<file path="src/design/ecc_pkg.sv">
// Package for the elevator collective controller: constants, codes and shared types.
// No dependencies; the top level, ecc_step and ecc_checker import it.
`default_nettype none

package ecc_pkg;

    localparam int NUM_FLOORS  = 6;
    localparam int NUM_BUTTONS = 5;
    localparam int FLOOR_W     = 3;

    localparam logic [FLOOR_W-1:0] TOP_FLOOR = FLOOR_W'(NUM_FLOORS - 1);

    localparam logic [1:0] DIR_UP      = 2'd0;
    localparam logic [1:0] DIR_NEUTRAL = 2'd1;
    localparam logic [1:0] DIR_DOWN    = 2'd2;

    localparam logic [2:0] DOOR_MAX  = 3'd5;
    localparam logic [6:0] DEB_SAT   = 7'd127;
    localparam logic [3:0] DELAY_SAT = 4'd15;

    localparam int BTN_OPEN_BIT  = 6;
    localparam int BTN_CLOSE_BIT = 7;

    localparam logic [2:0] CFG_STEPS_PER_FLOOR  = 3'd0;
    localparam logic [2:0] CFG_STEPS_PER_TICK   = 3'd1;
    localparam logic [2:0] CFG_DOOR_HOLD_TICKS  = 3'd2;
    localparam logic [2:0] CFG_DOOR_STEP_DELAY  = 3'd3;
    localparam logic [2:0] CFG_DEBOUNCE_WAIT    = 3'd4;
    localparam logic [2:0] CFG_FORCE_OPEN_POLLS = 3'd5;

    localparam logic [9:0] RST_STEPS_PER_FLOOR  = 10'd660;
    localparam logic [5:0] RST_STEPS_PER_TICK   = 6'd5;
    localparam logic [7:0] RST_DOOR_HOLD_TICKS  = 8'd15;
    localparam logic [3:0] RST_DOOR_STEP_DELAY  = 4'd4;
    localparam logic [6:0] RST_DEBOUNCE_WAIT    = 7'd15;
    localparam logic [7:0] RST_FORCE_OPEN_POLLS = 8'd20;

    localparam logic [FLOOR_W-1:0] RST_FLOOR = FLOOR_W'(1);

    typedef struct packed {
        logic [9:0] steps_per_floor;
        logic [5:0] steps_per_tick;
        logic [7:0] door_hold_ticks;
        logic [3:0] door_step_delay;
        logic [6:0] debounce_wait;
        logic [7:0] force_open_polls;
    } cfg_t;

    typedef struct packed {
        logic [NUM_FLOORS-1:0]       requests;
        logic [FLOOR_W-1:0]          floor_now;
        logic [1:0]                  travel_dir;
        logic                        car_moving;
        logic                        arrival_opening;
        logic                        door_fully_open;
        logic [2:0]                  door_position;
        logic [7:0]                  hold_left;
        logic                        force_open_flag;
        logic [7:0]                  force_open_timer;
        logic [9:0]                  step_count;
        logic [3:0]                  door_delay_count;
        logic [NUM_BUTTONS-1:0][6:0] debounce_counts;
    } state_t;

    typedef struct packed {
        logic [2:0] current_floor;
        logic [5:0] request_mask;
        logic [1:0] direction;
        logic       moving;
        logic [2:0] door_level;
        logic       door_open;
        logic       chime;
        logic [5:0] motor_steps;
        logic       motor_up;
    } result_t;

endpackage

`default_nettype wire

</file>
<file path="src/design/ecc_in_if.sv">
// Input channel of the elevator controller: one word is a tick or a button poll.
// Depends on nothing.
`default_nettype none

interface ecc_in_if;
    logic       valid;
    logic       ready;
    logic [0:0] cmd;
    logic [7:0] buttons;

    modport source (output valid, output cmd, output buttons, input ready);
    modport sink (input valid, input cmd, input buttons, output ready);
endinterface

`default_nettype wire

</file>
<file path="src/design/ecc_out_if.sv">
// Result channel of the elevator controller: one word of car and door status per item.
// Depends on nothing.
`default_nettype none

interface ecc_out_if;
    logic       valid;
    logic       ready;
    logic [2:0] current_floor;
    logic [5:0] request_mask;
    logic [1:0] direction;
    logic [0:0] moving;
    logic [2:0] door_level;
    logic [0:0] door_open;
    logic [0:0] chime;
    logic [5:0] motor_steps;
    logic [0:0] motor_up;

    modport source (
        output valid, input ready,
        output current_floor, output request_mask, output direction, output moving,
        output door_level, output door_open, output chime, output motor_steps,
        output motor_up
    );
    modport sink (
        input valid, output ready,
        input current_floor, input request_mask, input direction, input moving,
        input door_level, input door_open, input chime, input motor_steps,
        input motor_up
    );
endinterface

`default_nettype wire

</file>
<file path="src/design/elevator_collective_controller.sv">
// Top level of the single-car elevator collective controller.
// Uses ecc_pkg, the channel interfaces ecc_in_if and ecc_out_if, and ecc_step.
//
// The block takes one word per clock cycle while the result channel is not stalled,
// and returns one result word per input word. An accepted word lands in an input
// register; when the result register is free, a single pass of next-state logic
// (ecc_step) updates the car, door, request and debounce state and loads the result
// register. That one pass is what sets the rate of one word per cycle. The result
// register holds one word; while it waits on a stalled consumer the input register
// still takes one more word. Configuration registers come out of reset at their
// default values and are meant to be written only while the block is idle.
`default_nettype none

module elevator_collective_controller
    import ecc_pkg::*;
(
    input  logic       clk,
    input  logic       rst_n,
    ecc_in_if.sink     item,
    ecc_out_if.source  result,
    input  logic       cfg_we,
    input  logic [2:0] cfg_index,
    input  logic [9:0] cfg_wdata
);

    cfg_t       cfg_reg;
    state_t     state_reg;
    state_t     state_next;
    result_t    res_next;
    result_t    res_reg;
    logic       in_valid_reg;
    logic       cmd_reg;
    logic [7:0] buttons_reg;
    logic       out_valid_reg;
    logic       step_fire;
    logic       item_fire;

    assign step_fire = in_valid_reg && (!out_valid_reg || result.ready);
    assign item.ready = !in_valid_reg || step_fire;
    assign item_fire = item.valid && item.ready;

    ecc_step u_step (
        .st      (state_reg),
        .cfg     (cfg_reg),
        .cmd     (cmd_reg),
        .buttons (buttons_reg),
        .st_next (state_next),
        .res     (res_next)
    );

    always_ff @(posedge clk or negedge rst_n)
    begin
        if (!rst_n)
        begin
            cfg_reg.steps_per_floor  <= RST_STEPS_PER_FLOOR;
            cfg_reg.steps_per_tick   <= RST_STEPS_PER_TICK;
            cfg_reg.door_hold_ticks  <= RST_DOOR_HOLD_TICKS;
            cfg_reg.door_step_delay  <= RST_DOOR_STEP_DELAY;
            cfg_reg.debounce_wait    <= RST_DEBOUNCE_WAIT;
            cfg_reg.force_open_polls <= RST_FORCE_OPEN_POLLS;
        end
        else if (cfg_we)
        begin
            case (cfg_index)
                CFG_STEPS_PER_FLOOR:  cfg_reg.steps_per_floor  <= cfg_wdata;
                CFG_STEPS_PER_TICK:   cfg_reg.steps_per_tick   <= cfg_wdata[5:0];
                CFG_DOOR_HOLD_TICKS:  cfg_reg.door_hold_ticks  <= cfg_wdata[7:0];
                CFG_DOOR_STEP_DELAY:  cfg_reg.door_step_delay  <= cfg_wdata[3:0];
                CFG_DEBOUNCE_WAIT:    cfg_reg.debounce_wait    <= cfg_wdata[6:0];
                CFG_FORCE_OPEN_POLLS: cfg_reg.force_open_polls <= cfg_wdata[7:0];
                default: ;
            endcase
        end
    end

    always_ff @(posedge clk or negedge rst_n)
    begin
        if (!rst_n)
        begin
            state_reg.requests         <= '0;
            state_reg.floor_now        <= RST_FLOOR;
            state_reg.travel_dir       <= DIR_NEUTRAL;
            state_reg.car_moving       <= 1'b0;
            state_reg.arrival_opening  <= 1'b0;
            state_reg.door_fully_open  <= 1'b0;
            state_reg.door_position    <= '0;
            state_reg.hold_left        <= '0;
            state_reg.force_open_flag  <= 1'b0;
            state_reg.force_open_timer <= '0;
            state_reg.step_count       <= '0;
            state_reg.door_delay_count <= '0;
            state_reg.debounce_counts  <= {NUM_BUTTONS{RST_DEBOUNCE_WAIT}};
            in_valid_reg               <= 1'b0;
            out_valid_reg              <= 1'b0;
        end
        else
        begin
            if (step_fire)
                state_reg <= state_next;
            if (item_fire)
                in_valid_reg <= 1'b1;
            else if (step_fire)
                in_valid_reg <= 1'b0;
            if (step_fire)
                out_valid_reg <= 1'b1;
            else if (result.ready)
                out_valid_reg <= 1'b0;
        end
    end

    always_ff @(posedge clk)
    begin
        if (item_fire)
        begin
            cmd_reg     <= item.cmd[0];
            buttons_reg <= item.buttons;
        end
        if (step_fire)
            res_reg <= res_next;
    end

    assign result.valid         = out_valid_reg;
    assign result.current_floor = res_reg.current_floor;
    assign result.request_mask  = res_reg.request_mask;
    assign result.direction     = res_reg.direction;
    assign result.moving        = res_reg.moving;
    assign result.door_level    = res_reg.door_level;
    assign result.door_open     = res_reg.door_open;
    assign result.chime         = res_reg.chime;
    assign result.motor_steps   = res_reg.motor_steps;
    assign result.motor_up      = res_reg.motor_up;

endmodule

`default_nettype wire

</file>
<file path="src/design/ecc_step.sv">
// Next-state and result logic of the elevator controller for one tick or button poll.
// Purely combinational; uses the types and constants of ecc_pkg.
`default_nettype none

module ecc_step
    import ecc_pkg::*;
(
    input  state_t     st,
    input  cfg_t       cfg,
    input  logic       cmd,
    input  logic [7:0] buttons,
    output state_t     st_next,
    output result_t    res
);

    function automatic logic req_bit(input logic [NUM_FLOORS-1:0] req,
                                     input logic [FLOOR_W-1:0] f);
        logic [NUM_FLOORS-1:0] sh;
        sh = req >> f;
        return ({1'b0, f} < (FLOOR_W + 1)'(NUM_FLOORS)) && sh[0];
    endfunction

    function automatic logic calls_ahead(input logic [NUM_FLOORS-1:0] req,
                                         input logic [FLOOR_W-1:0] floor_now,
                                         input logic [1:0] dir);
        logic hit;
        logic [FLOOR_W-1:0] fi;
        hit = 1'b0;
        for (int f = 0; f < NUM_FLOORS; f++)
        begin
            fi = FLOOR_W'(f);
            if (dir == DIR_UP && fi > floor_now && req[f])
                hit = 1'b1;
            if (dir == DIR_DOWN && f >= 1 && fi < floor_now && req[f])
                hit = 1'b1;
        end
        return hit;
    endfunction

    function automatic state_t start_travel(input state_t s_in);
        state_t s;
        logic [1:0] back;
        s = s_in;
        back = (s.travel_dir == DIR_UP) ? DIR_DOWN : DIR_UP;
        if (s.travel_dir == DIR_UP || s.travel_dir == DIR_DOWN)
        begin
            if (!calls_ahead(s.requests, s.floor_now, s.travel_dir))
            begin
                if (calls_ahead(s.requests, s.floor_now, back))
                begin
                    s.travel_dir = back;
                    s.car_moving = 1'b1;
                end
                else
                begin
                    s.travel_dir = DIR_NEUTRAL;
                end
            end
            else
            begin
                s.car_moving = 1'b1;
            end
        end
        return s;
    endfunction

    function automatic state_t press_floor(input state_t s_in, input logic [FLOOR_W-1:0] f);
        state_t s;
        s = s_in;
        if (f != s.floor_now)
            s.requests = s.requests ^ (NUM_FLOORS'(1) << f);
        if (req_bit(s.requests, f) && s.travel_dir == DIR_NEUTRAL)
        begin
            if (f > s.floor_now)
                s.travel_dir = DIR_UP;
            else if (f < s.floor_now)
                s.travel_dir = DIR_DOWN;
            s = start_travel(s);
        end
        return s;
    endfunction

    state_t     s;
    logic       chime;
    logic [5:0] msteps;
    logic       mup;
    logic [10:0] step_sum;
    logic [9:0] step_new;
    logic       at_end;
    logic       door_ready;
    logic [3:0] pos_inc;

    always_comb
    begin
        s = st;
        chime = 1'b0;
        msteps = '0;
        mup = 1'b0;
        step_sum = '0;
        step_new = '0;
        at_end = 1'b0;
        door_ready = 1'b0;
        pos_inc = '0;
        if (cmd)
        begin
            if (s.force_open_timer < cfg.force_open_polls)
            begin
                s.force_open_timer = s.force_open_timer + 8'd1;
            end
            else
            begin
                s.force_open_flag = 1'b0;
                s.force_open_timer = '0;
            end
            if ((buttons[BTN_OPEN_BIT] || buttons[BTN_CLOSE_BIT]) && !s.car_moving)
            begin
                if (buttons[BTN_OPEN_BIT])
                begin
                    s.force_open_flag = 1'b1;
                    s.force_open_timer = '0;
                end
                else
                begin
                    s.hold_left = '0;
                end
            end
            for (int k = 0; k < NUM_BUTTONS; k++)
            begin
                if (st.debounce_counts[k] > cfg.debounce_wait && buttons[k] &&
                    k + 1 < NUM_FLOORS)
                begin
                    s = press_floor(s, FLOOR_W'(k + 1));
                    s.debounce_counts[k] = '0;
                end
            end
            for (int k = 0; k < NUM_BUTTONS; k++)
            begin
                if (s.debounce_counts[k] <= cfg.debounce_wait &&
                    s.debounce_counts[k] < DEB_SAT)
                    s.debounce_counts[k] = s.debounce_counts[k] + 7'd1;
            end
        end
        else if (s.car_moving)
        begin
            if (s.travel_dir == DIR_UP || s.travel_dir == DIR_DOWN)
            begin
                msteps = cfg.steps_per_tick;
                mup = (s.travel_dir == DIR_UP);
            end
            step_sum = {1'b0, s.step_count} + 11'(cfg.steps_per_tick);
            if (step_sum > {1'b0, cfg.steps_per_floor})
                step_new = cfg.steps_per_floor;
            else
                step_new = step_sum[9:0];
            if (step_new >= cfg.steps_per_floor)
            begin
                if (s.travel_dir == DIR_UP)
                begin
                    if (s.floor_now < TOP_FLOOR)
                        s.floor_now = s.floor_now + FLOOR_W'(1);
                    at_end = (s.floor_now >= TOP_FLOOR);
                end
                else if (s.travel_dir == DIR_DOWN)
                begin
                    if (s.floor_now != '0)
                        s.floor_now = s.floor_now - FLOOR_W'(1);
                    at_end = (s.floor_now == '0);
                end
                if ((s.requests == '0 && s.travel_dir != DIR_NEUTRAL) ||
                    req_bit(s.requests, s.floor_now) || at_end)
                begin
                    s.requests = s.requests & ~(NUM_FLOORS'(1) << s.floor_now);
                    s.car_moving = 1'b0;
                    s.arrival_opening = 1'b1;
                    chime = 1'b1;
                end
                step_new = '0;
            end
            s.step_count = step_new;
        end
        else
        begin
            door_ready = s.door_delay_count > cfg.door_step_delay;
            if (door_ready && s.arrival_opening)
            begin
                pos_inc = {1'b0, s.door_position} + 4'd1;
                if (pos_inc > {1'b0, DOOR_MAX})
                begin
                    s.arrival_opening = 1'b0;
                    s.door_position = DOOR_MAX;
                    s.door_fully_open = 1'b1;
                    s.hold_left = cfg.door_hold_ticks;
                end
                else
                begin
                    s.door_position = pos_inc[2:0];
                end
                s.door_delay_count = '0;
            end
            else if (door_ready && (s.force_open_flag || s.hold_left != '0))
            begin
                if (s.door_position < DOOR_MAX)
                    s.door_position = s.door_position + 3'd1;
                if (s.hold_left != '0)
                    s.hold_left = s.hold_left - 8'd1;
                s.door_delay_count = '0;
            end
            else if (door_ready && s.hold_left == '0)
            begin
                if (s.door_position != '0)
                    s.door_position = s.door_position - 3'd1;
                if (s.door_position == '0)
                begin
                    s.door_fully_open = 1'b0;
                    s = start_travel(s);
                end
                s.door_delay_count = '0;
            end
            if (s.door_delay_count <= cfg.door_step_delay && s.door_delay_count < DELAY_SAT)
                s.door_delay_count = s.door_delay_count + 4'd1;
        end
    end

    assign st_next = s;

    assign res.current_floor = s.floor_now;
    assign res.request_mask  = s.requests;
    assign res.direction     = s.travel_dir;
    assign res.moving        = s.car_moving;
    assign res.door_level    = s.door_position;
    assign res.door_open     = s.door_fully_open;
    assign res.chime         = chime;
    assign res.motor_steps   = msteps;
    assign res.motor_up      = mup;

endmodule

`default_nettype wire

</file>
<file path="src/flat_wrapper.sv">
// flat-port wrapper written by rule: the top's interface ports become plain ports
module elevator_collective_controller_flat import ecc_pkg::*;
  (clk, rst_n, cfg_we, cfg_index, cfg_wdata, item_valid, item_cmd, item_buttons, item_ready, result_valid, result_ready, result_current_floor, result_request_mask, result_direction, result_moving, result_door_level, result_door_open, result_chime, result_motor_steps, result_motor_up);
  ecc_in_if item_i ();
  ecc_out_if result_i ();
  input  logic clk;
  input  logic rst_n;
  input  logic cfg_we;
  input  logic [2:0] cfg_index;
  input  logic [9:0] cfg_wdata;
  input wire logic [$bits(item_i.valid)-1:0] item_valid;
  input wire logic [$bits(item_i.cmd)-1:0] item_cmd;
  input wire logic [$bits(item_i.buttons)-1:0] item_buttons;
  output wire logic [$bits(item_i.ready)-1:0] item_ready;
  output wire logic [$bits(result_i.valid)-1:0] result_valid;
  input wire logic [$bits(result_i.ready)-1:0] result_ready;
  output wire logic [$bits(result_i.current_floor)-1:0] result_current_floor;
  output wire logic [$bits(result_i.request_mask)-1:0] result_request_mask;
  output wire logic [$bits(result_i.direction)-1:0] result_direction;
  output wire logic [$bits(result_i.moving)-1:0] result_moving;
  output wire logic [$bits(result_i.door_level)-1:0] result_door_level;
  output wire logic [$bits(result_i.door_open)-1:0] result_door_open;
  output wire logic [$bits(result_i.chime)-1:0] result_chime;
  output wire logic [$bits(result_i.motor_steps)-1:0] result_motor_steps;
  output wire logic [$bits(result_i.motor_up)-1:0] result_motor_up;
  assign item_i.valid = item_valid;
  assign item_i.cmd = item_cmd;
  assign item_i.buttons = item_buttons;
  assign item_ready = item_i.ready;
  assign result_valid = result_i.valid;
  assign result_i.ready = result_ready;
  assign result_current_floor = result_i.current_floor;
  assign result_request_mask = result_i.request_mask;
  assign result_direction = result_i.direction;
  assign result_moving = result_i.moving;
  assign result_door_level = result_i.door_level;
  assign result_door_open = result_i.door_open;
  assign result_chime = result_i.chime;
  assign result_motor_steps = result_i.motor_steps;
  assign result_motor_up = result_i.motor_up;
  elevator_collective_controller u_core (.clk(clk), .rst_n(rst_n), .item(item_i), .result(result_i), .cfg_we(cfg_we), .cfg_index(cfg_index), .cfg_wdata(cfg_wdata));
endmodule
</file>
<file path="config.mk">
export PLATFORM = sky130hd
export DESIGN_NAME = elevator_collective_controller_flat
export DESIGN_NICKNAME = d
export VERILOG_FILES = /design/src/design/ecc_pkg.sv /design/src/design/ecc_in_if.sv /design/src/design/ecc_out_if.sv /design/src/design/elevator_collective_controller.sv /design/src/design/ecc_step.sv /design/src/flat_wrapper.sv
export SDC_FILE = /design/constraint.sdc
export NUM_CORES = 1
export LEC_CHECK = 0
export BUFFER_PORTS_ARGS = -buffer_cell sky130_fd_sc_hd__buf_4
export CAP_MARGIN = 20
export CORE_ASPECT_RATIO = 2
export CORE_MARGIN = 3
export CORE_UTILIZATION = 55
export DETAILED_ROUTE_END_ITERATION = 7
export HOLD_SLACK_MARGIN = 0.06
export PLACE_DENSITY = 0.74
export REMOVE_ABC_BUFFERS = 1
export SYNTH_ARGS = -nofsm -noshare
export SYNTH_HDL_FRONTEND = slang
export SYNTH_SLANG_ARGS = --single-unit
</file>
<file path="constraint.sdc">
create_clock -name clk -period 8.1 [get_ports clk]
set_input_delay 0.81 -clock clk [delete_from_list [all_inputs] [get_ports clk]]
set_output_delay 0.81 -clock clk [all_outputs]
set_load 0.1 [all_outputs]
</file>
Word-level counts from Yosys, hierarchy flattened
Cells that the tools add are included.
- register bits: 161
- logic and storage cells: 878
- shifts and indexed selects: 2
- mux-type cells: 360
- bitwise operators: 10
- reductions and logical operators: 343
- eq/ne operators: 32
- add/sub/neg operators: 14
- $lt $le $gt $ge: 81
- operator list (cell ; count):
    83-bit two-way mux ; 11
    74-bit two-way mux ; 7
    1-bit logical AND ; 288
    1-bit two-way mux ; 215
    2-bit two-way mux ; 49
    3-bit two-way mux ; 32
    6-bit two-way mux ; 12
    35-bit two-way mux ; 2
    10-bit two-way mux ; 5
    39-bit two-way mux ; 1
    19-bit two-way mux ; 2
    7-bit by 1-bit adder with 7-bit output, second input constant ; 5
    7-bit > comparator ; 5
    7-bit <= comparator ; 5
    7-bit < comparator, second input constant ; 5
    7-bit two-way mux ; 5
    8-bit two-way mux ; 4
    1-bit by 3-bit > comparator with 1-bit output, first input constant ; 10
    2-bit by 3-bit > comparator with 1-bit output, first input constant ; 10
    3-bit > comparator, first input constant ; 10
    2-bit by 3-bit < comparator with 1-bit output, first input constant ; 10
    3-bit < comparator, first input constant ; 10
    9-bit two-way mux ; 3
    2-bit == test, second input constant ; 12
    51 further kinds ; 124

Logic depth before layout (Yosys ltp)
Gate-level depths: netlist of the first run.
- word-level depth: 189
- mapped depth: 26
- gate-level depth less buffers: 25

By module
From an unflattened synthesis of the first run, not the netlist that was laid out.
- cells, all modules: 1309
- area, all modules: 13010.0 um^2
- modules (own cells, without submodules) (module ; cells an instance ; sequential area each (um^2) ; area each (um^2) ; times used):
    ecc_step ; 996 ; 0.0 ; 6854.1 ; 1
    elevator_collective_controller ; 313 ; 4242.8 ; 6155.9 ; 1

Worst setup path after synthesis of the first run
OpenSTA, ideal clock, no wires.
- kind: flip-flop to flip-flop
- start: register u_core.state_reg[40] in the netlist's numbering
- end: register u_core.state_reg[76] in the netlist's numbering
- setup time: 0.125 ns
- period minus slack after synthesis: 5.661 ns
- arrival time: 5.537 ns
- cell stages (with the launch flop): 23
- slack: 2.439 ns
- path buffers: 1
- path through: dfrtp_1 > ha_1 > a21o_1 > a21oi_1 > nor2b_1 > o31a_1 > o21ai_0 > xnor2_1 > ha_1 > a21o_1 > a211o_1 > o31a_1 > a31oi_2 > buf_4 > mux2_2 > ha_1 > a21o_1 > a2111oi_0 > o21ai_0 > a221oi_4 > or2_2 > o21ai_0 > mux2_2
- RTL lines (element ; RTL line ; text):
    start: declaration ; elevator_collective_controller.sv:27 ; state_t state_reg;
    start signal: assignment ; elevator_collective_controller.sv:99 ; state_reg <= state_next;

==> summary.md, run 1 <==
| Metric | Value |
|---|---|
| Crit Path Class | register to register |
| Max clock buf depth | 2 |
| Placed Area | 0.0122 mm² |
| Reg2reg path depth | 24 |
| Initial antenna violation count | 0 |
| CP max-delay cell | a221oi_4 |
| Element type at the critical path start | register |
| Leading cell type in the layout, fill and taps excluded | nand2_1 |
| First-pass GRT wire length | 47.9 mm |
| CP max stage delay | 0.58 ns |
| Clk_skew | approximately 0.011 ns |
| Yosys cell types | slightly below 100 |
| # diodes | 0 |
| Sequential-to-total area share from yosys stat | a little over a third |
| Routed WL per cell | around 19 µm |
| Synth Flop Type | dfrtp_1 |
| Std-Cell Rows | 74 |
| Pre-antenna DRT Iters | 5 |
| Final Cell Area | approximately 0.013 mm² |
| Detailed-route wire length | slightly below 30 mm |
| IO buf count | about 50 |
| Largest register FFs | 83 |
| Worst-path maximum fanout | 9 |
| CTS buffer count | 17 |
| Core box area | around 0.021 mm² |
| Period minus WS final | 6.58 ns |
| GRT overflow | 0 |
| Fmax | 0.152 GHz |
| Detail Placement HPWL | roughly 21 mm |
| VDD IR max | roughly 330 µV |
| Vias in the first global route | ~9800 |
| Clk root buf | clkbuf_16 |
| Count of final setup violators | 0 |
| Cell Chain, Critical Path | ha_1, a21o_1, a21oi_1, nor2b_1, o31a_1, o21ai_0, xnor2_1, ha_1, a21o_1, a211o_1, nor2b_1, nor2_1, o31a_1, a31oi_2, buf_4, mux2_2, ha_1, a21o_1, a2111oi_0, o21ai_0, a221oi_4, or2_2, o21ai_0, mux2_2 |
| TritonCTS clock tree | built |
| Yosys warning total | 0 |
| GRT Total Usage | between 20% and 30% |
| Hold Crit Class | input port to async pin |
| Die Wd | between 100 and 150 µm |
| CTS Sinks | 160 |
| Clock Pin Slew Worst Setup and Hold Paths | 0.06 ns |
| Synth top area cells | dfrtp_1 19%, ha_1 14%, dfstp_2 8.8% |
| Yosys top cell area share | between 10% and 20% |
| Fraction of layout cells with a size suffix above 1 | between 10% and 20% |
| Num ports | 53 |
| Worst r2r src | u_core.state_reg[40]$_DFFE_PN0P_ |
| Arr. time, crit path | between 6 and 7 ns |
| Post-synth EDFFs | 32 |
| Ys async rst share | 80.0% |
| Largest net degree at the start of global routing | 73 |
| Final estimated routing congestion in global placement | roughly 0.93 |
| Vias | 9539 |
| Final Cycle Share | 81.2% |
| Req. time, crit path | ~8.4 ns |
| Initial drt markers | 519 |
| Power density cells | ~360 mW/mm² |
| Final nets | ~1400 |
| Htree depth | 4 |
| Antenna Nets Post-Route | 0 |
| RSZ-0062 raised after global routing | no |
| Synth Cell Area | roughly 0.012 mm² |
| Status | complete, no violations |
| Post-synthesis area per instance | around 9.6 µm² |
| Max-cap viol count | 0 |
| Final hold viol count | 0 |
| CP Capture Type | register |
| Clock Latency Late Sink | around 0.46 ns |
| Fin. max-slew vios | 0 |
| Drc violations | 0 |
| Setup_tns | 0 ns |
| Cell taking the most area after synthesis | dfrtp_1 |
| Die height | 211 µm |
| DR vias/cell | around 6.2 |
| Setup bufs post-CTS | 0 |
| Lkg Pwr | 0.00559 µW |
| Final core utilization | about 62% |
| Area grow syn2layout | 9.80% |
| Starting density of the core | between 50 and 60% |
| Seq cells post-synth | 160 |
| Worst Tran Pin Value | about 1.1 ns |
| Reg2reg end | u_core.state_reg[76]$_DFFE_PN0P_ |
| Mapped Cells | about 1200 |
| Hold Buf Count CTS | 0 |
| Most frequent cells in the layout | 133 x nand2_1, 127 x ha_1, 89 x dfrtp_1 |
| R2R Setup Slk | 1.52 ns |
| Die ar. | ~0.023 mm² |
| Relative slew slack | 25.8% |
| Post-CTS sizing | 0 |
| Design Power | 4630 µW |
## worst max path at each step
| stage | from | to | slack (ns) |
|---|---|---|---|
| 3_3_place_gp | u_core.state_reg[40]$_DFFE_PN0P_ | u_core.state_reg[76]$_DFFE_PN0P_ | 1.58 |
| 3_5_place_dp | u_core.state_reg[39]$_DFFE_PN0P_ | u_core.state_reg[76]$_DFFE_PN0P_ | 1.58 |
| 6_report | u_core.state_reg[40]$_DFFE_PN0P_ | u_core.state_reg[76]$_DFFE_PN0P_ | 1.52 |
| 5_1_grt | u_core.state_reg[39]$_DFFE_PN0P_ | u_core.state_reg[76]$_DFFE_PN0P_ | 1.11 |
| 4_1_cts | u_core.state_reg[40]$_DFFE_PN0P_ | u_core.state_reg[76]$_DFFE_PN0P_ | 1.56 |
| 2_1_floorplan | u_core.state_reg[40]$_DFFE_PN0P_ | u_core.state_reg[76]$_DFFE_PN0P_ | 2.33 |
## cells in the mapped netlist (31+ instances only)
cell type and count:
xor2_1 31, nand3_1 32, o21ai_0 79, nand2_1 133, dfrtp_1 89, mux2_2 45, dfstp_2 39, nor2_1 60
nand4_1 36, edfxtp_1 32, a21oi_1 49, ha_1 127, inv_1 62
## area by class of cell
cell class | instances | area [µm²]
Inverter | 65 | 244
Fill cell | 1788 | 7810
Multi-Input combinational cell | 949 | 6890
Clock buffer | 18 | 429
Tap cell | 266 | 333
Timing Repair Buffer | 64 | 478
Clock inverter | 14 | 158
Sequential cell | 160 | 4210
## through the flow
step,hold slack (ns),setup slack (ns),cells
finish,0.419,1.52,1536
global route,0.478,1.11,1536
CTS,0.454,1.56,1536
detailed placement,0.478,1.58,1504
global placement,0.463,1.58,1503
floorplan,0.447,2.33,1174
## power by group
group | leakage (µW) | total, µW | switching [µW] | internal (µW)
Combinational | 0.00345 | 2420 | 1440 | 985
Clock | 0.000289 | 828 | 368 | 460
Sequential | 0.00185 | 1380 | 286 | 1090
## worst max-delay path, delay by kind of cell (launching register included)
kind            cells  cell delay [ns]
flops               1             0.42
mux                 2             0.67
simple gates        4             0.53
compound gates     13             3.50
xor+xnor            1             0.20
buf+inv             1             0.26
fa+ha+maj           3             0.87
## layer usage
metal | routed length, µm | up-vias | GRT usage [%]
li1 | - | 4555 | -
met1 | 10800 | 4638 | 28.2
met2 | 15800 | 250 | 48.7
met3 | 927 | 96 | 3.72
met4 | 1490 | 0 | 16.2
met5 | 0 | - | 0
## kinds of logic after synthesis
kind of cell    count (synthesis)  share of synthesized area [%]
compound gates                312                           18.9
xor+xnor                       43                           3.24
fa+ha+maj                     128                           13.9
buf+inv                       106                           4.39
flops                         160                           36.3
mux                            55                           5.36
simple gates                  411                           18.0
Power figures use the tool's default switching activity.
==> run 2: changes to the inputs <==
ABC_AREA = 1   (was not set)
PLACE_DENSITY = 0.77   (was 0.74)
clock period = 5.8 ns   (was 8.1 ns; I/O delays follow)
==> run 2 against run 1 <==
Critical path type unchanged. Final area up 0.33%. Hold slack worse by 0.18 ns. Highest routed layer unchanged. Total power up 46%. Via count up 6.5%.
==> summary.md, run 2 <==
| Metric | Value |
|---|---|
| CP max stage delay | approximately 0.54 ns |
| Setup_tns | 0 ns |
| Yosys top cell area share | 19.5% |
| Clock Pin Slew Worst Setup and Hold Paths | approximately 0.07 ns |
| Mapped Cells | around 1400 |
| DR vias/cell | 5.68 |
| Worst-path maximum fanout | 8 |
| Worst Tran Pin Value | 0.971 ns |
| Final estimated routing congestion in global placement | approximately 0.97 |
| Fmax | 0.185 GHz |
| Pre-antenna DRT Iters | 8 |
| Initial antenna violation count | 0 |
| Hold Crit Class | input port to async pin |
| Period minus WS final | about 5.4 ns |
| Htree depth | 4 |
| Seq cells post-synth | 160 |
| CTS buffer count | 17 |
| Arr. time, crit path | approximately 5.7 ns |
| Clk_skew | 0.0103 ns |
| Non-filler cells, final | ~1800 |
| Fraction of layout cells with a size suffix above 1 | a little under an eighth |
| Crit path max-delay family | compound AO/OA/AOI/OAI gates |
| Most frequent cells in the layout | 300 x nand2_1, 217 x inv_1, 139 x o21ai_0 |
| Leading cell type in the layout, fill and taps excluded | nand2_1 |
| Placed Cells | between 1500 and 2000 |
| Most instantiated cells after synthesis | 301 x nand2_1, 217 x inv_1, 141 x o21ai_0 |
| Vias | just over 10000 |
| Reg2reg end | u_core.state_reg[78]$_DFFE_PN0P_ |
| IO buf count | 51 |
| Std-Cell Rows | 73 |
| Synth top area cells | dfrtp_1 20%, ha_1 14%, nand2_1 9.9% |
| Die Wd | between 100 and 150 µm |
| Synth Flop Type | dfrtp_1 |
| First-pass GRT wire length | ~49 mm |
| Core box area | 0.0201 mm² |
| Pre-CTS setup slack | roughly 0.30 ns |
| Worst r2r src | u_core.cfg_reg[27]$_DFFE_PN1P_ |
| Slack of the critical path | between 0.3 and 0.4 ns |
| Reg2reg path depth | 31 |
| Starting density of the core | 56.7% |
| Relative slew slack | between 30 and 40% |
| Largest register FFs | a little over 80 |
| Die height | between 200 and 250 µm |
| R2R Setup Slk | 0.39 ns |
| Lkg Pwr | about 0.0063 µW |
| TritonCTS clock tree | built |
| Post-synth EDFFs | 32 |
| Cell repeated most along the worst path | nand2_1 |
| CP bufs+invs | 5 |
| # diodes | 0 |
| Clk root buf | clkbuf_16 |
| Cell taking the most area after synthesis | dfrtp_1 |
| Most common cell in the netlist | nand2_1 |
| Fin. max-slew vios | 0 |
| Routed WL per cell | between 15 and 20 µm |
| Max-cap viol count | 0 |
| Yosys warning total | 0 |
| Post-synthesis area per instance | just under 8 µm² |
| Fillcell total | 1777 |
| Crit Path Class | register to register |
| Die ar. | 0.0226 mm² |
| Area grow syn2layout | 12.3% |
| Largest net degree at the start of global routing | just under 70 |
| Area of the multi-input gates | approximately 0.0063 mm² |
| VDD IR max | 418 µV |
| Count of final setup violators | 0 |
| Element type at the critical path start | register |
| Status | complete, no violations |
| Drc violations | 0 |
| Antenna Nets Post-Route | 0 |
| RSZ-0062 raised after global routing | no |
| Power density cells | roughly 530 mW/mm² |
| Num ports | 53 |
| CTS Sinks | 160 |
| Clock Latency Late Sink | 0.46 ns |
| Final hold viol count | 0 |
| Detailed-route wire length | a little over 30 mm |
| Final nets | around 1700 |
| Synth Cell Area | about 0.011 mm² |
| Ys async rst share | between 80% and 90% |
| GRT Total Usage | about 28% |
| Final Cycle Share | between 90 and 100% |
| CP max-delay cell | dfstp_2 |
| Yosys cell types | 62 |
| Sequential-to-total area share from yosys stat | a little under two fifths |
| Initial drt markers | 511 |
| CP Capture Type | register |
| Detail Placement HPWL | about 23 mm |
| Req. time, crit path | between 6 and 7 ns |
| Max clock buf depth | 2 |
| GRT overflow | 0 |
| Vias in the first global route | between 10000 and 15000 |
| Register area | 0.00421 mm² |
run 2: changes by cell type in the layout (fill, tap and decap cells not counted), moves of 18 or more:
cell,before,now
o21ai_0,79,139
nand2_1,133,300
inv_1,62,217
nor2_1,60,103
a21o_1,20,2
mux2_2,45,0
and2_1,23,2
a21oi_1,49,68
nor2b_1,28,0
nand3_1,32,70
nand4_1,36,8
run 2: layout make-up:
class,instances,share of cell area [%]
clock buffer,18,3.52
clock inverter,14,1.41
timing repair buffer,67,3.93
tap,262,2.56
sequential,160,32.9
inverter,227,6.71
multi-input combinational,1039,48.9
timing repair inverter,1,0.0391
run 2: per-layer routing:
| metal | track usage (%) | share of wire [%] | wire length (µm) |
|---|---|---|---|
| met1 | 28.5 | 36 | 10800 |
| met2 | 50.8 | 54 | 16300 |
| met3 | 4.62 | 3.9 | 1190 |
| met5 | 0 | 0 | 0 |
| met4 | 17.7 | 6.3 | 1910 |
run 2: how the worst max path moves through the flow:
stage,startpoint,end,slack (ns),cells past startpoint
after floorplan,u_core.cfg_reg[27]$_DFFE_PN1P_,u_core.state_reg[78]$_DFFE_PN0P_,0.83,28
after global placement,u_core.state_reg[39]$_DFFE_PN0P_,u_core.result.request_mask[1]$_DFFE_PP_,0.40,29
after CTS,u_core.state_reg[39]$_DFFE_PN0P_,u_core.state_reg[78]$_DFFE_PN0P_,0.27,31
after detailed placement,u_core.state_reg[39]$_DFFE_PN0P_,u_core.state_reg[78]$_DFFE_PN0P_,0.30,31
final,u_core.cfg_reg[27]$_DFFE_PN1P_,u_core.state_reg[78]$_DFFE_PN0P_,0.39,31
after global routing,u_core.state_reg[39]$_DFFE_PN0P_,u_core.state_reg[81]$_DFFE_PN0P_,0.002,31
run 2: power by group:
group          leakage, µW  switching, µW  internal (µW)
clock network     0.000313            539            684
logic              0.00413           2490           1240
registers          0.00187            266           1530
total              0.00632           3300           3450
run 2: metrics by stage:
stage | power (µW) | hold slack (ns) | util, % | area [µm²]
after floorplan | 4430 | 0.284 | - | 11300
after global placement | 5340 | 0.468 | 60.2 | 12100
after detailed placement | 5420 | 0.474 | 60.2 | 12100
after CTS | 6680 | 0.271 | 63.4 | 12700
after global routing | 7300 | 0.287 | 63.7 | 12800
final | 6750 | 0.242 | 63.7 | 12800
run 2: cell families after synthesis:
family	count (synthesis)	share of synthesized area [%]
AND/OR/NAND/NOR	549	20.6
AO/OA/AOI/OAI	305	15.4
buffers and inverters	250	8.43
flip-flops	160	37.0
adder cells (fa/ha/maj)	128	14.1
XOR/XNOR	56	4.30
multiplexers	1	0.0878
run 2: repair_timing:
action	4_1_cts	5_1_grt
endpoints found under the setup margin	0	10
buffers inserted	0	1
gates resized for setup	0	9
hold buffers	0	0
==> run 3: changes to the inputs <==
--- a/config.mk
+++ b/config.mk
@@ -11,8 +11,8 @@
 export CORE_ASPECT_RATIO = 2
 export CORE_MARGIN = 3
-export CORE_UTILIZATION = 55
+export CORE_UTILIZATION = 54
 export DETAILED_ROUTE_END_ITERATION = 7
 export HOLD_SLACK_MARGIN = 0.06
-export PLACE_DENSITY = 0.77
+export PLACE_DENSITY = 0.76
 export REMOVE_ABC_BUFFERS = 1
 export SYNTH_ARGS = -nofsm -noshare
==> constraint.sdc (replaced) <==
create_clock -name clk -period 5.8 [get_ports clk]
set_input_delay 0 -clock clk [delete_from_list [all_inputs] [get_ports clk]]
set_output_delay 0 -clock clk [all_outputs]
set_load 0.1 [all_outputs]
==> run 3 against run 2 <==
Clock skew fell by 0.00096 ns. Via count grew 1.2%. Wire length grew 1.5%. Fmax rose by 3.7%. Total power shrank 1.3%. Worst setup slack improved by 0.19 ns. Highest routed layer unchanged.
==> summary.md, run 3 (same netlist as run 2, synthesis figures left out) <==
| Metric | Value |
|---|---|
| Placed Cells | between 1500 and 2000 |
| Relative slew slack | between 40% and 50% |
| Largest register FFs | 83 |
| Period minus WS final | 5.21 ns |
| Initial antenna violation count | 0 |
| Clk root buf | clkbuf_16 |
| Design Power | 6660 µW |
| Element type at the critical path start | register |
| Area grow syn2layout | 14.2% |
| GRT Total Usage | 27.8% |
| Max clock buf depth | 2 |
| Die height | 211 µm |
| Final hold viol count | 0 |
| Htree depth | 4 |
| Crit path max-delay family | compound AO/OA/AOI/OAI gates |
| Num ports | 53 |
| Detailed-route wire length | 30.6 mm |
| Hold Crit Class | input port to register |
| # diodes | 0 |
| CTS buffer count | 17 |
| CP bufs+invs | 3 |
| Leading cell type in the layout, fill and taps excluded | nand2_1 |
| Final Cell Area | between 0.01 and 0.015 mm² |
| CP Capture Type | register |
| TritonCTS clock tree | built |
| Antenna Nets Post-Route | 0 |
| Arr. time, crit path | between 5 and 6 ns |
| Die Wd | 109 µm |
| Status | complete, no violations |
| IO buf count | a little over 50 |
| Core box area | about 0.021 mm² |
| Setup_tns | 0 ns |
| Clock Latency Late Sink | 0.45 ns |
| Placed Area | 0.0121 mm² |
| CP max-delay cell | dfstp_2 |
| GRT overflow | 0 |
| Detail Placement HPWL | 23.1 mm |
| Most frequent cells in the layout | 300 x nand2_1, 217 x inv_1, 140 x o21ai_0 |
| Std-Cell Rows | between 70 and 80 |
| Fmax | between 0.15 and 0.2 GHz |
| Worst hold margin | between 0.1 and 0.15 ns |
| Power density cells | around 510 mW/mm² |
| Count of final setup violators | 0 |
| Die ar. | between 0.02 and 0.025 mm² |
| First-pass GRT wire length | slightly below 50 mm |
| Final estimated routing congestion in global placement | slightly below 1 |
| Req. time, crit path | 6.11 ns |
| Fraction of layout cells with a size suffix above 1 | roughly 11% |
| Final nets | ~1700 |
| Clk_skew | about 0.0093 ns |
| Cell repeated most along the worst path | nand2_1 |
| VDD IR max | 299 µV |
| Vias | ~10000 |
| Crit Path Class | register to register |
| Fin. max-slew vios | 0 |
| Vias in the first global route | a little over 10000 |
| Final Cycle Share | around nine tenths |
| Max-cap viol count | 0 |
| Non-filler cells, final | between 1500 and 2000 |
| CP max stage delay | ~0.54 ns |
| Lkg Pwr | 0.00640 µW |
| Worst Tran Pin Value | between 0.8 and 0.9 ns |
| Pre-antenna DRT Iters | 5 |
| Initial drt markers | ~500 |
| DR vias/cell | about 5.7 |
| Worst-path maximum fanout | 6 |
| Drc violations | 0 |
| RSZ-0062 raised after global routing | no |
| CTS Sinks | 160 |
| Clock Pin Slew Worst Setup and Hold Paths | roughly 0.07 ns |
| Starting density of the core | a little under three fifths |
| Largest net degree at the start of global routing | 80 |
| Routed WL per cell | roughly 17 µm |
-- run 3: where the power goes --
part / leakage (µW) / switching, µW / total, µW / internal, µW
combinational: 0.00424 / 2480 / 3710 / 1230
clock: 0.000291 / 482 / 1160 / 676
sequential: 0.00187 / 268 / 1790 / 1530
total: 0.00640 / 3230 / 6660 / 3430
-- run 3: path summary, 6_finish.rpt --
| kind | slack, ns | from | depth (start not counted) | endpoint |
|---|---|---|---|---|
| min in group asynchronous | 0.47 | rst_n | 3 | u_core.state_reg[18]$_DFFE_PN0P_ |
| setup reg to reg | 0.59 | u_core.cfg_reg[27]$_DFFE_PN1P_ | 29 | u_core.state_reg[81]$_DFFE_PN0P_ |
| max in group asynchronous | 4.01 | rst_n | 5 | u_core.state_reg[80]$_DFFE_PN0P_ |
| hold / removal | 0.14 | cfg_we | 5 | u_core.cfg_reg[17]$_DFFE_PN1P_ |
| setup / recovery | 0.59 | u_core.cfg_reg[27]$_DFFE_PN1P_ | 29 | u_core.state_reg[81]$_DFFE_PN0P_ |
| hold reg to reg | 0.49 | u_core.cfg_reg[1]$_DFFE_PN0P_ | 2 | u_core.cfg_reg[1]$_DFFE_PN0P_ |
-- run 3: area by class of cell --
cell class | count | area, µm²
repair buffers | 91 | 771
fillers | 1841 | 7540
clock buffers | 22 | 475
well taps | 266 | 333
inverters | 227 | 858
clock inverters | 10 | 126
multi-input cells | 1039 | 6240
flip-flops and latches | 160 | 4210
-- run 3: per-layer routing --
layer	up-vias	part of all wire, %	GRT usage [%]
li1	5018	-	-
met1	4849	36	28.7
met2	297	54	50.8
met3	114	4.0	5.07
met4	0	5.9	16.7
met5	-	0	0
-- run 3: tightest hold or removal path: cells and delay by family --
family          cells  cell delay (ns)
compound gates      1             0.12
buf+inv             2             0.16
simple gates        2             0.30
-- run 3: through the flow --
step / utilization, % / worst slack, ns
final: 63.3 / 0.588
after CTS: 63.0 / 0.100
after detailed placement: 58.8 / 0.114
after floorplan: - / 0.827
after global routing: 63.3 / 0.0395
after global placement: 58.8 / 0.172
-- run 3: timing repair --
item / 4_1_cts / 5_1_grt
hold buffers: 26 / 1
hold endpoints to repair: 105 / 1
setup endpoints to repair: 0 / 10
resized for setup: 0 / 8
buffers inserted: 0 / 1
